===== config.mk =====
export PLATFORM = sky130hd
export DESIGN_NAME = playback_trim_pad_fade_envelope
export DESIGN_NICKNAME = d
export VERILOG_FILES = /design/src/rtl/core/ptfe_pkg.sv /design/src/rtl/core/ptfe_front.sv /design/src/rtl/core/ptfe_cmdq.sv /design/src/rtl/core/ptfe_back.sv /design/src/rtl/core/playback_trim_pad_fade_envelope.sv
export SDC_FILE = /design/constraint.sdc
export NUM_CORES = 2
export LEC_CHECK = 0
export ABC_AREA = 0
export BUFFER_PORTS_ARGS = -buffer_cell sky130_fd_sc_hd__buf_2
export CORE_MARGIN = 4
export CORE_UTILIZATION = 35
export CTS_CLUSTER_SIZE = 24
export DETAILED_ROUTE_END_ITERATION = 8
export PLACE_DENSITY = 0.54
export SETUP_SLACK_MARGIN = 0.02
export SLEW_MARGIN = 20
export SYNTH_ARGS = -nofsm -noshare
export SYNTH_HDL_FRONTEND = slang
export SYNTH_HIERARCHICAL = 1
export SYNTH_SLANG_ARGS = --single-unit

===== constraint.sdc =====
create_clock -name clk_i -period 17.45 [get_ports clk_i]
set_clock_uncertainty 0.1 [all_clocks]
set_input_delay 3.49 -clock clk_i [delete_from_list [all_inputs] [get_ports clk_i]]
set_output_delay 3.49 -clock clk_i [all_outputs]
set_load 0.02 [all_outputs]

===== src/rtl/core/ptfe_pkg.sv =====
package ptfe_pkg;

  localparam int MAX_CHANNELS_DEF = 8;
  localparam int SAMPLE_W         = 16;
  localparam int FRAMES_W         = 31;
  localparam int POS_W            = 32;
  localparam int CHCNT_W          = 4;
  localparam int REG_IDX_W        = 3;
  localparam int CFG_DATA_W       = 31;

  typedef enum logic [REG_IDX_W-1:0] {
    REG_ENABLE    = 3'd0,
    REG_FOREVER   = 3'd1,
    REG_CHANNELS  = 3'd2,
    REG_TRIM      = 3'd3,
    REG_LEAD_PAD  = 3'd4,
    REG_BODY      = 3'd5,
    REG_FADE      = 3'd6,
    REG_PAD_END   = 3'd7
  } reg_idx_e;

  typedef enum logic [2:0] {
    CMD_PASS,
    CMD_SILENT,
    CMD_END,
    CMD_TRIM,
    CMD_FADE
  } cmd_kind_e;

  typedef struct packed {
    logic signed [SAMPLE_W-1:0] sample;
    cmd_kind_e                  kind;
    logic [FRAMES_W-1:0]        remain;
    logic [FRAMES_W-1:0]        fade;
  } cmd_t;

  typedef enum logic [1:0] {
    BK_IDLE,
    BK_MUL,
    BK_DIV,
    BK_DONE
  } bk_state_e;

endpackage


===== src/rtl/core/ptfe_front.sv =====
module ptfe_front
  import ptfe_pkg::*;
#(
  parameter int MaxChannels = MAX_CHANNELS_DEF
) (
  input  logic                       clk_i,
  input  logic                       rst_ni,
  input  logic                       cfg_we_i,
  input  logic [REG_IDX_W-1:0]       cfg_idx_i,
  input  logic [CFG_DATA_W-1:0]      cfg_wdata_i,
  input  logic                       push_i,
  input  logic signed [SAMPLE_W-1:0] in_sample_i,
  input  logic                       q_full_i,
  output logic                       full_o,
  output logic                       cmd_we_o,
  output cmd_t                       cmd_o
);

  localparam int CH_W = (MaxChannels > 1) ? $clog2(MaxChannels) : 1;
  localparam int NW   = CH_W + 1;

  logic                enable_q, forever_q;
  logic [CHCNT_W-1:0]  chcnt_q;
  logic [FRAMES_W-1:0] padb_q, body_q, fade_q, pade_q, trim_rem_q;
  logic [POS_W-1:0]    fs_q;
  logic [POS_W:0]      pes_q, pl_q;
  logic [1:0]          settle_q, settle_d;
  logic [POS_W-1:0]    pos_q, pos_d;
  logic [CH_W-1:0]     ch_q, ch_d;
  logic [FRAMES_W-1:0] trim_rem_d;

  logic [NW-1:0] n_eff;
  logic          ch_last, adv_ch, adv_pos, dec_trim, accept;
  logic [POS_W:0] p_ext, remain_full;

  assign full_o   = q_full_i || (settle_q != 2'd0);
  assign accept   = push_i && !full_o;
  assign cmd_we_o = accept;

  always_comb begin
    if (chcnt_q == '0) begin
      n_eff = NW'(1);
    end else if (int'(chcnt_q) > MaxChannels) begin
      n_eff = NW'(MaxChannels);
    end else begin
      n_eff = NW'(chcnt_q);
    end
  end

  // a stale index past a shrunk count counts as the last channel
  assign ch_last     = ({1'b0, ch_q} + NW'(1)) >= n_eff;
  assign p_ext       = {1'b0, pos_q};
  assign remain_full = pes_q - p_ext;

  always_comb begin
    cmd_o.sample = in_sample_i;
    cmd_o.kind   = CMD_PASS;
    cmd_o.remain = remain_full[FRAMES_W-1:0];
    cmd_o.fade   = fade_q;
    adv_ch       = 1'b0;
    adv_pos      = 1'b0;
    dec_trim     = 1'b0;
    if (!enable_q) begin
      adv_ch = 1'b1;
    end else if (trim_rem_q != '0) begin
      cmd_o.kind = CMD_TRIM;
      adv_ch     = 1'b1;
      dec_trim   = ch_last;
    end else if (!forever_q && p_ext >= pl_q) begin
      cmd_o.kind = CMD_END;
    end else if (pos_q < {1'b0, padb_q}) begin
      cmd_o.kind = CMD_SILENT;
      adv_ch     = 1'b1;
      adv_pos    = 1'b1;
    end else if (!forever_q && p_ext >= pes_q) begin
      cmd_o.kind = CMD_SILENT;
      adv_ch     = 1'b1;
      adv_pos    = 1'b1;
    end else if (!forever_q && fade_q != '0 && pos_q >= fs_q) begin
      cmd_o.kind = CMD_FADE;
      adv_ch     = 1'b1;
      adv_pos    = 1'b1;
    end else begin
      adv_ch  = 1'b1;
      adv_pos = 1'b1;
    end
  end

  always_comb begin
    ch_d       = ch_q;
    pos_d      = pos_q;
    trim_rem_d = trim_rem_q;
    if (accept) begin
      if (adv_ch) begin
        ch_d = ch_last ? '0 : ch_q + CH_W'(1);
      end
      // hold the position once it saturates
      if (adv_pos && ch_last && pos_q != '1) begin
        pos_d = pos_q + POS_W'(1);
      end
      if (dec_trim) begin
        trim_rem_d = trim_rem_q - FRAMES_W'(1);
      end
    end
    if (cfg_we_i && reg_idx_e'(cfg_idx_i) == REG_TRIM) begin
      trim_rem_d = cfg_wdata_i[FRAMES_W-1:0];
    end
  end

  // hold input off while the region bounds ripple through their adders
  assign settle_d = cfg_we_i ? 2'd3 : ((settle_q != 2'd0) ? settle_q - 2'd1 : settle_q);

  always_ff @(posedge clk_i or negedge rst_ni) begin
    if (!rst_ni) begin
      enable_q   <= 1'b0;
      forever_q  <= 1'b0;
      chcnt_q    <= CHCNT_W'(2);
      padb_q     <= '0;
      body_q     <= '0;
      fade_q     <= '0;
      pade_q     <= '0;
      fs_q       <= '0;
      pes_q      <= '0;
      pl_q       <= '0;
      settle_q   <= 2'd0;
      pos_q      <= '0;
      ch_q       <= '0;
      trim_rem_q <= '0;
    end else begin
      if (cfg_we_i) begin
        case (reg_idx_e'(cfg_idx_i))
          REG_ENABLE:    enable_q  <= cfg_wdata_i[0];
          REG_FOREVER:   forever_q <= cfg_wdata_i[0];
          REG_CHANNELS:  chcnt_q   <= cfg_wdata_i[CHCNT_W-1:0];
          REG_TRIM:      ;
          REG_LEAD_PAD:  padb_q    <= cfg_wdata_i[FRAMES_W-1:0];
          REG_BODY:      body_q    <= cfg_wdata_i[FRAMES_W-1:0];
          REG_FADE:      fade_q    <= cfg_wdata_i[FRAMES_W-1:0];
          REG_PAD_END:   pade_q    <= cfg_wdata_i[FRAMES_W-1:0];
          default:       ;
        endcase
      end
      fs_q       <= {1'b0, padb_q} + {1'b0, body_q};
      pes_q      <= {1'b0, fs_q} + {2'b0, fade_q};
      pl_q       <= pes_q + {2'b0, pade_q};
      settle_q   <= settle_d;
      pos_q      <= pos_d;
      ch_q       <= ch_d;
      trim_rem_q <= trim_rem_d;
    end
  end

endmodule


===== src/rtl/core/ptfe_cmdq.sv =====
module ptfe_cmdq
  import ptfe_pkg::*;
(
  input  logic clk_i,
  input  logic rst_ni,
  input  logic wr_en_i,
  input  cmd_t wr_data_i,
  input  logic rd_en_i,
  output logic full_o,
  output logic avail_o,
  output cmd_t rd_data_o
);

  cmd_t       mem_q [2];
  logic       wr_ptr_q, rd_ptr_q;
  logic [1:0] cnt_q;

  assign full_o    = cnt_q == 2'd2;
  assign avail_o   = cnt_q != 2'd0;
  assign rd_data_o = mem_q[rd_ptr_q];

  always_ff @(posedge clk_i) begin
    if (wr_en_i) begin
      mem_q[wr_ptr_q] <= wr_data_i;
    end
  end

  always_ff @(posedge clk_i or negedge rst_ni) begin
    if (!rst_ni) begin
      wr_ptr_q <= 1'b0;
      rd_ptr_q <= 1'b0;
      cnt_q    <= 2'd0;
    end else begin
      if (wr_en_i) begin
        wr_ptr_q <= ~wr_ptr_q;
      end
      if (rd_en_i) begin
        rd_ptr_q <= ~rd_ptr_q;
      end
      case ({wr_en_i, rd_en_i})
        2'b10:   cnt_q <= cnt_q + 2'd1;
        2'b01:   cnt_q <= cnt_q - 2'd1;
        default: cnt_q <= cnt_q;
      endcase
    end
  end

endmodule


===== src/rtl/core/ptfe_back.sv =====
module ptfe_back
  import ptfe_pkg::*;
(
  input  logic                       clk_i,
  input  logic                       rst_ni,
  input  logic                       cmd_avail_i,
  input  cmd_t                       cmd_i,
  output logic                       cmd_rd_o,
  input  logic                       pop_i,
  output logic                       empty_o,
  output logic signed [SAMPLE_W-1:0] out_sample_o,
  output logic                       out_valid_o,
  output logic                       sample_taken_o,
  output logic                       play_end_o
);

  localparam int PROD_W = SAMPLE_W + FRAMES_W;
  localparam logic [3:0] DIV_LAST = 4'(SAMPLE_W - 1);

  bk_state_e state_q, state_d;

  logic [SAMPLE_W-1:0] mag_q, low_q;
  logic                neg_q;
  logic [FRAMES_W-1:0] remain_q, fade_q, rem_q;
  logic [3:0]          cnt_q;

  logic                vld_q;
  logic [SAMPLE_W-1:0] osample_q;
  logic                ovalid_q, otaken_q, oend_q;

  logic                out_free, out_load;
  logic [SAMPLE_W-1:0] raw, mag, res_sample, load_sample;
  logic                load_valid, load_taken, load_end;
  logic [PROD_W-1:0]   prod;
  logic [FRAMES_W:0]   trial, trial_diff;
  logic                ge;

  assign out_free = !vld_q || pop_i;
  assign raw      = cmd_i.sample;
  assign mag      = raw[SAMPLE_W-1] ? (~raw + SAMPLE_W'(1)) : raw;
  assign prod     = PROD_W'(mag_q) * PROD_W'(remain_q);

  // one quotient bit per cycle; the quotient never exceeds the sample magnitude
  assign trial      = {rem_q, low_q[SAMPLE_W-1]};
  assign ge         = trial >= {1'b0, fade_q};
  assign trial_diff = trial - {1'b0, fade_q};
  assign res_sample = neg_q ? (~low_q + SAMPLE_W'(1)) : low_q;

  always_comb begin
    state_d = state_q;
    case (state_q)
      BK_IDLE: begin
        if (cmd_avail_i && out_free && cmd_i.kind == CMD_FADE) begin
          state_d = BK_MUL;
        end
      end
      BK_MUL:  state_d = BK_DIV;
      BK_DIV: begin
        if (cnt_q == DIV_LAST) begin
          state_d = BK_DONE;
        end
      end
      BK_DONE: begin
        if (out_free) begin
          state_d = BK_IDLE;
        end
      end
      default: state_d = BK_IDLE;
    endcase
  end

  always_comb begin
    cmd_rd_o    = (state_q == BK_IDLE) && cmd_avail_i && out_free;
    out_load    = (cmd_rd_o && cmd_i.kind != CMD_FADE) || (state_q == BK_DONE && out_free);
    load_sample = '0;
    load_valid  = 1'b0;
    load_taken  = 1'b0;
    load_end    = 1'b0;
    if (state_q == BK_DONE) begin
      load_sample = res_sample;
      load_valid  = 1'b1;
      load_taken  = 1'b1;
    end else begin
      case (cmd_i.kind)
        CMD_PASS: begin
          load_sample = raw;
          load_valid  = 1'b1;
          load_taken  = 1'b1;
        end
        CMD_SILENT: load_valid = 1'b1;
        CMD_END:    load_end   = 1'b1;
        CMD_TRIM:   load_taken = 1'b1;
        default:    ;
      endcase
    end
  end

  always_ff @(posedge clk_i) begin
    if (cmd_rd_o) begin
      mag_q    <= mag;
      neg_q    <= raw[SAMPLE_W-1];
      remain_q <= cmd_i.remain;
      fade_q   <= cmd_i.fade;
    end
    case (state_q)
      BK_MUL: begin
        rem_q <= prod[PROD_W-1:SAMPLE_W];
        low_q <= prod[SAMPLE_W-1:0];
        cnt_q <= '0;
      end
      BK_DIV: begin
        rem_q <= ge ? trial_diff[FRAMES_W-1:0] : trial[FRAMES_W-1:0];
        low_q <= {low_q[SAMPLE_W-2:0], ge};
        cnt_q <= cnt_q + 4'd1;
      end
      default: ;
    endcase
    if (out_load) begin
      osample_q <= load_sample;
      ovalid_q  <= load_valid;
      otaken_q  <= load_taken;
      oend_q    <= load_end;
    end
  end

  always_ff @(posedge clk_i or negedge rst_ni) begin
    if (!rst_ni) begin
      state_q <= BK_IDLE;
      vld_q   <= 1'b0;
    end else begin
      state_q <= state_d;
      if (out_load) begin
        vld_q <= 1'b1;
      end else if (pop_i) begin
        vld_q <= 1'b0;
      end
    end
  end

  assign empty_o        = !vld_q;
  assign out_sample_o   = osample_q;
  assign out_valid_o    = ovalid_q;
  assign sample_taken_o = otaken_q;
  assign play_end_o     = oend_q;

endmodule


===== src/rtl/core/playback_trim_pad_fade_envelope.sv =====
// A pass, silence, trim or end item passes through the command queue and the output register.
// A fade item goes through a multiply state, a serial divide state and a done state.
// Throughput: one item per cycle while the output is free; a fade item holds back the next.
// After any configuration write, full stays high while region bounds settle.
// Reset (rst_ni low, asynchronous) resets position, channel, trim count, queues and config.
module playback_trim_pad_fade_envelope
  import ptfe_pkg::*;
#(
  parameter int MaxChannels = MAX_CHANNELS_DEF
) (
  input  logic                       clk_i,
  input  logic                       rst_ni,
  input  logic                       cfg_we_i,
  input  logic [REG_IDX_W-1:0]       cfg_idx_i,
  input  logic [CFG_DATA_W-1:0]      cfg_wdata_i,
  input  logic                       push,
  output logic                       full,
  input  logic signed [SAMPLE_W-1:0] in_sample_i,
  output logic                       empty,
  input  logic                       pop,
  output logic signed [SAMPLE_W-1:0] out_sample_o,
  output logic                       out_valid_o,
  output logic                       sample_taken_o,
  output logic                       play_end_o
);

  cmd_t front_cmd, back_cmd;
  logic cmd_we, cmd_rd, q_full, q_avail;

  ptfe_front #(
    .MaxChannels(MaxChannels)
  ) u_front (
    .clk_i       (clk_i),
    .rst_ni      (rst_ni),
    .cfg_we_i    (cfg_we_i),
    .cfg_idx_i   (cfg_idx_i),
    .cfg_wdata_i (cfg_wdata_i),
    .push_i      (push),
    .in_sample_i (in_sample_i),
    .q_full_i    (q_full),
    .full_o      (full),
    .cmd_we_o    (cmd_we),
    .cmd_o       (front_cmd)
  );

  ptfe_cmdq u_cmdq (
    .clk_i     (clk_i),
    .rst_ni    (rst_ni),
    .wr_en_i   (cmd_we),
    .wr_data_i (front_cmd),
    .rd_en_i   (cmd_rd),
    .full_o    (q_full),
    .avail_o   (q_avail),
    .rd_data_o (back_cmd)
  );

  ptfe_back u_back (
    .clk_i          (clk_i),
    .rst_ni         (rst_ni),
    .cmd_avail_i    (q_avail),
    .cmd_i          (back_cmd),
    .cmd_rd_o       (cmd_rd),
    .pop_i          (pop),
    .empty_o        (empty),
    .out_sample_o   (out_sample_o),
    .out_valid_o    (out_valid_o),
    .sample_taken_o (sample_taken_o),
    .play_end_o     (play_end_o)
  );

  a_end_not_valid: assert property (@(posedge clk_i) disable iff (!rst_ni)
    !empty |-> !(out_valid_o && play_end_o))
    else $error("result flags both valid and end of play");

  a_end_not_taken: assert property (@(posedge clk_i) disable iff (!rst_ni)
    (!empty && play_end_o) |-> !sample_taken_o)
    else $error("end of play consumed a sample");

  a_invalid_silent: assert property (@(posedge clk_i) disable iff (!rst_ni)
    (!empty && !out_valid_o) |-> (out_sample_o == '0))
    else $error("non-valid result carries a nonzero sample");

  a_cfg_blocks_input: assert property (@(posedge clk_i) disable iff (!rst_ni)
    cfg_we_i |=> full)
    else $error("input open right after a configuration write");

endmodule

# Word-level counts from Yosys, hierarchy flattened
# Memories as Yosys holds them, arrays and structs flattened.
# Index checks and enable logic that the tools add are counted.
# Widths: inputs -> output; s select.
[totals] ramBits=162 reg_bits=452 inputBits=55 word_cells=170 rom_bits=0 mem_count=1 out_inout_bits=21 latchBits=0
[classes] magnitude_cmp=7 bitwise_logic=4 div_mod_pow=0 reduce_logical=47 multipliers=1 eq_ne=23 shifts=0 mux=41 addsub=15
[memory_table] memory="u_cmdq.mem_q" words=2 width=81 rd=1 rd_ports_with_merged_regs=0 wr=1 line_no="ptfe_cmdq.sv:14" rtl="cmd_t mem_q [2];"
[ops] operator="$mux 31" n=4
[ops] operator="$ge 32x33->1" n=2
[ops] operator="$pmux 31 s2" n=1
[ops] operator="$reduce_bool 31->1" n=2
[ops] operator="$sub 31x31->31" n=2
[ops] operator="$mux 16" n=3
[ops] operator="$mul 16x31->47" n=1
[ops] operator="$add 32x31->33" n=1
[ops] operator="$add 33x31->33" n=1
[ops] operator="$add 16x1->16 const B" n=2
[ops] operator="$add 31x31->32" n=1
[ops] operator="$add 32x1->32 const B" n=1
[ops] operator="$ge 32x31->1" n=1
[ops] operator="$ge 32x32->1" n=1
[ops] operator="$lt 32x31->1" n=1
[ops] operator="$ne 32x32->1 const B" n=1
[ops] operator="$not 16->16" n=2
[ops] operator="$pmux 16 s2" n=1
[ops] operator="$sub 31x1->31 const B" n=1
[ops] operator="$mux 3" n=7
[ops] operator="$reduce_and 2->1" n=10
[ops] operator="$reduce_bool 2->1" n=8
[ops] operator="$eq 3x3->1 const B" n=5
[ops] operator="$mux 15" n=1
[ops] operator="other kinds (29)" n=78

# Depth between registers and ports, before layout
[depth] word_depth=9 depth_mapped=26 depth_no_buf=24

# Modules after synthesis
# Netlist, hierarchy kept.
[by_module_without_submodules] module="ptfe_back" area_each_um2=23816.6 cells_each=2553 instances=1 seq_area_each_um2=4549.4
[by_module_without_submodules] module="ptfe_front" area_each_um2=20581.0 cells_each=2184 instances=1 seq_area_each_um2=7408.4
[by_module_without_submodules] module="ptfe_cmdq" area_each_um2=6431.2 cells_each=268 instances=1 seq_area_each_um2=4964.8

# Worst setup path after synthesis
# OpenSTA, ideal clock, no wires.
[synth_timing] path_kind="input to register" from="input push" to="memory u_cmdq/mem_q[0][0] in the netlist's numbering, enable pin" path_buffers=1 required_time_ps=16828 cell_stages=6 setup_time_ps=522 setup_slack_ps=9349 arrival_time_ps=7479 cell_sequence="inv_1 > or2_2 > clkbuf_1 > inv_1 > inv_1 > nor2_1"
[synth_between] elab_chain_cells=3
[synth_lines] element="start: declaration" line_no="playback_trim_pad_fade_envelope.sv:16" rtl="input logic push,"
[synth_lines] element="$logic_and 1x1->1" line_no="ptfe_front.sv:37" rtl="assign accept = push_i && !full_o;"
[synth_lines] element="via cmd_we" line_no="playback_trim_pad_fade_envelope.sv:28" rtl="logic cmd_we, cmd_rd, q_full, q_avail;"
[synth_lines] element="$mux 1" line_no="ptfe_cmdq.sv:23" rtl="if (wr_en_i) begin"
[synth_lines] element="$mux 1 (implied by the code)" line_no="ptfe_cmdq.sv:24" rtl="mem_q[wr_ptr_q] <= wr_data_i;"
[synth_lines] element="end: declaration" line_no="ptfe_cmdq.sv:14"
# The timed path passes the listed nets, and every way through them passes these cells.

# Worst setup path in the final report
[layout_timing] from="register u_back.mag_q[6]" to="register u_back.rem_q[26] (data pin)"
[layout_between] elab_chain_cells=2
[layout_lines] element="start: declaration" line_no="ptfe_back.sv:22" rtl="logic [SAMPLE_W-1:0] mag_q, low_q;"
[layout_lines] element="start signal: assignment" line_no="ptfe_back.sv:100" rtl="mag_q <= mag;"
[layout_lines] element="$mul 16x31->47" line_no="ptfe_back.sv:41" rtl="assign prod = PROD_W'(mag_q) * PROD_W'(remain_q);"
[layout_lines] element="$pmux 31 s2" line_no="ptfe_back.sv:105" rtl="case (state_q)"
[layout_lines] element="end signal: assignment" line_no="ptfe_back.sv:107" rtl="rem_q <= prod[PROD_W-1:SAMPLE_W];"
[layout_lines] element="end signal: assignment" line_no="ptfe_back.sv:112" rtl="rem_q <= ge ? trial_diff[FRAMES_W-1:0] : trial[FRAMES_W-1:0];"
[layout_lines] element="end: declaration" line_no="ptfe_back.sv:24" rtl="logic [FRAMES_W-1:0] remain_q, fade_q, rem_q;"
# Every way passes these cells.
# A chain may end at the register's enable or synchronous reset.

==> impl_metrics.csv <==
group,metric,value,unit
cells_and_area,finalNetCount,5881,
sta,setup_tns,0,ns
floorplanning,start_util,35.3,%
floorplanning,pin_count,76,
logic_synthesis,netlist_instances,5005,
logic_synthesis,syn_nets,5883,
routing,drcViolationCount,0,
placement,dp.final_hpwl,99600,um
floorplanning,rows,139,
cells_and_area,drive_above_1_share,9.26,%
logic_synthesis,ys_async_sr_fraction,49.3,%
cts,tritoncts,"done",
routing,vias,35300,
cts,clock-sinks,614,
cts,clk_pin_slew,0.06,ns
global_routing,grt_overflow,0,
cts,cts_htree_levels,3,
logic_synthesis,yosysTopAreaCellShare,18.4,%
cells_and_area,area_delta_synth_final,9.40,%
routing,antenna_left,0,
routing,wl,130000,um
global_routing,grtUsageTotal,17.2,%
logic_synthesis,synth.area.top_cells,"edfxtp_1, fa_1, dfrtp_1",
cts,clk_latency,0.66,ns
cts,cts_setup_buffers,0,
run_status,status,"complete, no violations",
sta,rsz0062_at_grt,"false",
cells_and_area,layout_commonest_cell,"inv_1",
setup_path,critical_path_arrival,7.92,ns
logic_synthesis,syn_area_per_cell,10.2,um2
global_routing,grt_pass1_vias,36600,
cts,clk_path_buf_depth,3,
logic_synthesis,ys.flop_type,"edfxtp_1",
routing,via_per_inst,5.06,
cells_and_area,fillCellCount,14300,
routing,dr.pass1.iters,5,
cts,cts_buffers,76,
cts,cts_root_buffer,"clkbuf_16",
sta,setup_viol,0,
hold_path,min_path_type,"flip-flop to flip-flop",
cells_and_area,final_cell_mix,"inv_1, nand2_1, ha_1",
logic_synthesis,synth_edf_count,311,
global_routing,antenna_found_initial,0,
floorplanning,die_width,389,um
sta,post-route-period-util,44.0,%
floorplanning,dieHeight,389,um
flow_run,maxCapViolCount,0,
routing,wl_per_cell,18.6,um
global_routing,grt_pass1_wl,206000,um
logic_synthesis,synth_top_area_cell,"edfxtp_1",
placement,port_buffers,75,
logic_synthesis,synth_seq_cells,614,
sta,finalMaxSlewViolations,0,
logic_synthesis,ys_seq_area_share,33.3,%
sta,hold_viol,0,
logic_synthesis,ys_warn_count,6,
routing,drtIter0Drc,1892,
sta,slew-limit-headroom,25.3,%
cts,hold_buffers,0,
setup_path,crit_type,"flip-flop to flip-flop",
setup_path,critPathMaxFanout,31,
cts,cts_resized,0,
cells_and_area,register_area,16900,um2
setup_path,start_kind,"flip-flop",
placement,place_congestion,0.881,
sta,min_period,7.68,ns
floorplanning,die-area,151000,um2
logic_synthesis,synth_area,50800,um2
setup_path,required,17.69,ns
floorplanning,core_area,144000,um2
global_routing,grt_max_degree,152,
cells_and_area,multi_input_comb_area,30400,um2
sta,fmax,130,MHz
sta,tightest_slew,1.11,ns
logic_synthesis,synth_cell_types,95,
setup_path,endpoint_kind,"flip-flop",
worst paths after layout:
kind / startpoint / to / slack, ns / cells past startpoint
setup / recovery: u_back/mag_q[6] / u_back/rem_q[26] / 9.77 / 22
hold / removal: u_front/pes_q[32] / u_front/pl_q[32] / 0.39 / 1
setup reg to reg: u_back/mag_q[6] / u_back/rem_q[26] / 9.77 / 22
hold reg to reg: u_front/pes_q[32] / u_front/pl_q[32] / 0.39 / 1
max in group asynchronous: rst_ni / u_cmdq/rd_ptr_q / 12.33 / 3
min in group asynchronous: rst_ni / u_front/body_q[25] / 2.73 / 1
synth_stat cells, drive strengths merged (20+ instances only):
cell    number
a21o       106
o21a        37
and3        27
fa         409
xnor2      171
nand2b      43
ha         414
buf         43
o21ai      226
a31oi       32
o21bai      20
nor4        40
nand2      533
inv        711
xor2        84
nor2b       24
nand4       53
o31ai       23
dfrtp      302
a21oi      249
edfxtp     311
nor2       178
or3         24
a211oi      21
nor3        54
and2       216
nand3       80
clkbuf     151
mux2       190
metrics by stage:
stage / cells / setup WS (ns) / area (um2) / utilization (%) / hold WS [ns]
2_1_floorplan: 5005 / 9.35 / 50800 / - / 0.343
3_3_place_gp: 6825 / 9.96 / 53000 / 36.8 / 0.373
3_5_place_dp: 6826 / 9.80 / 53000 / 36.8 / 0.394
4_1_cts: 6966 / 9.72 / 55500 / 38.6 / 0.399
5_1_grt: 6968 / 9.27 / 55600 / 38.6 / 0.417
6_report: 6969 / 9.77 / 55600 / 38.6 / 0.391
registers in the layout, summed over array words and instances (netlist names), 31 cells and up:
register and flops:
u_back/fade_q 31, u_back/rem_q 31, u_back/remain_q 31, u_cmdq/mem_q 162
u_front/body_q 31, u_front/fade_q 31, u_front/fs_q 32, u_front/padb_q 31
u_front/pade_q 31, u_front/pes_q 33, u_front/pl_q 33, u_front/pos_q 32
u_front/trim_rem_q 31
worst max-delay path, stage by stage, from the launching register on:
cell	delay [ns]
edfxtp_1	0.81
and2_1	0.34
fa_1	0.53
inv_1	0.05
fa_1	0.52
inv_1	0.05
fa_1	0.51
fa_1	0.44
fa_1	0.54
inv_1	0.05
fa_1	0.58
inv_1	0.06
ha_1	0.39
a21oi_1	0.26
nand2_1	0.12
a41oi_1	0.40
o211ai_2	0.18
a31oi_1	0.49
o22a_1	0.30
o21a_1	0.18
nor2_1	0.06
a311oi_1	0.32
a21oi_1	0.07
area by class of cell:
| type | count | area share [%] |
|---|---|---|
| diodes | 1 | 0.00450 |
| clock buffers | 105 | 3.83 |
| clock inverters | 35 | 0.722 |
| inverters | 711 | 4.80 |
| multi-input cells | 3486 | 54.6 |
| flip-flops and latches | 614 | 30.4 |
| well taps | 1903 | 4.28 |
| repair buffers | 114 | 1.33 |
cells by family (layout without fill, tap and decap cells):
| logic type | after synthesis | in the layout | synth area share (%) |
|---|---|---|---|
| compound gates | 867 | 867 | 10.9 |
| buf+inv | 905 | 965 | 7.10 |
| other cells | 0 | 1 | 0 |
| xor+xnor | 255 | 255 | 4.41 |
| fa+ha+maj | 823 | 823 | 26.3 |
| simple gates | 1339 | 1339 | 13.0 |
| mux | 202 | 202 | 5.03 |
| flops | 614 | 614 | 33.3 |
per-layer routing:
metal  part of all wire (%)  track usage, %  up-vias
met5                      0               0        -
met4                    2.9            5.09        0
met3                    3.8            2.02      196
met2                     47            28.5      725
met1                     47            23.6    17500
li1                       -               -    16900
Power is left out: the tool's default activity adds up to more than one toggle a clock period on the data nets, which glitch-free logic cannot reach.
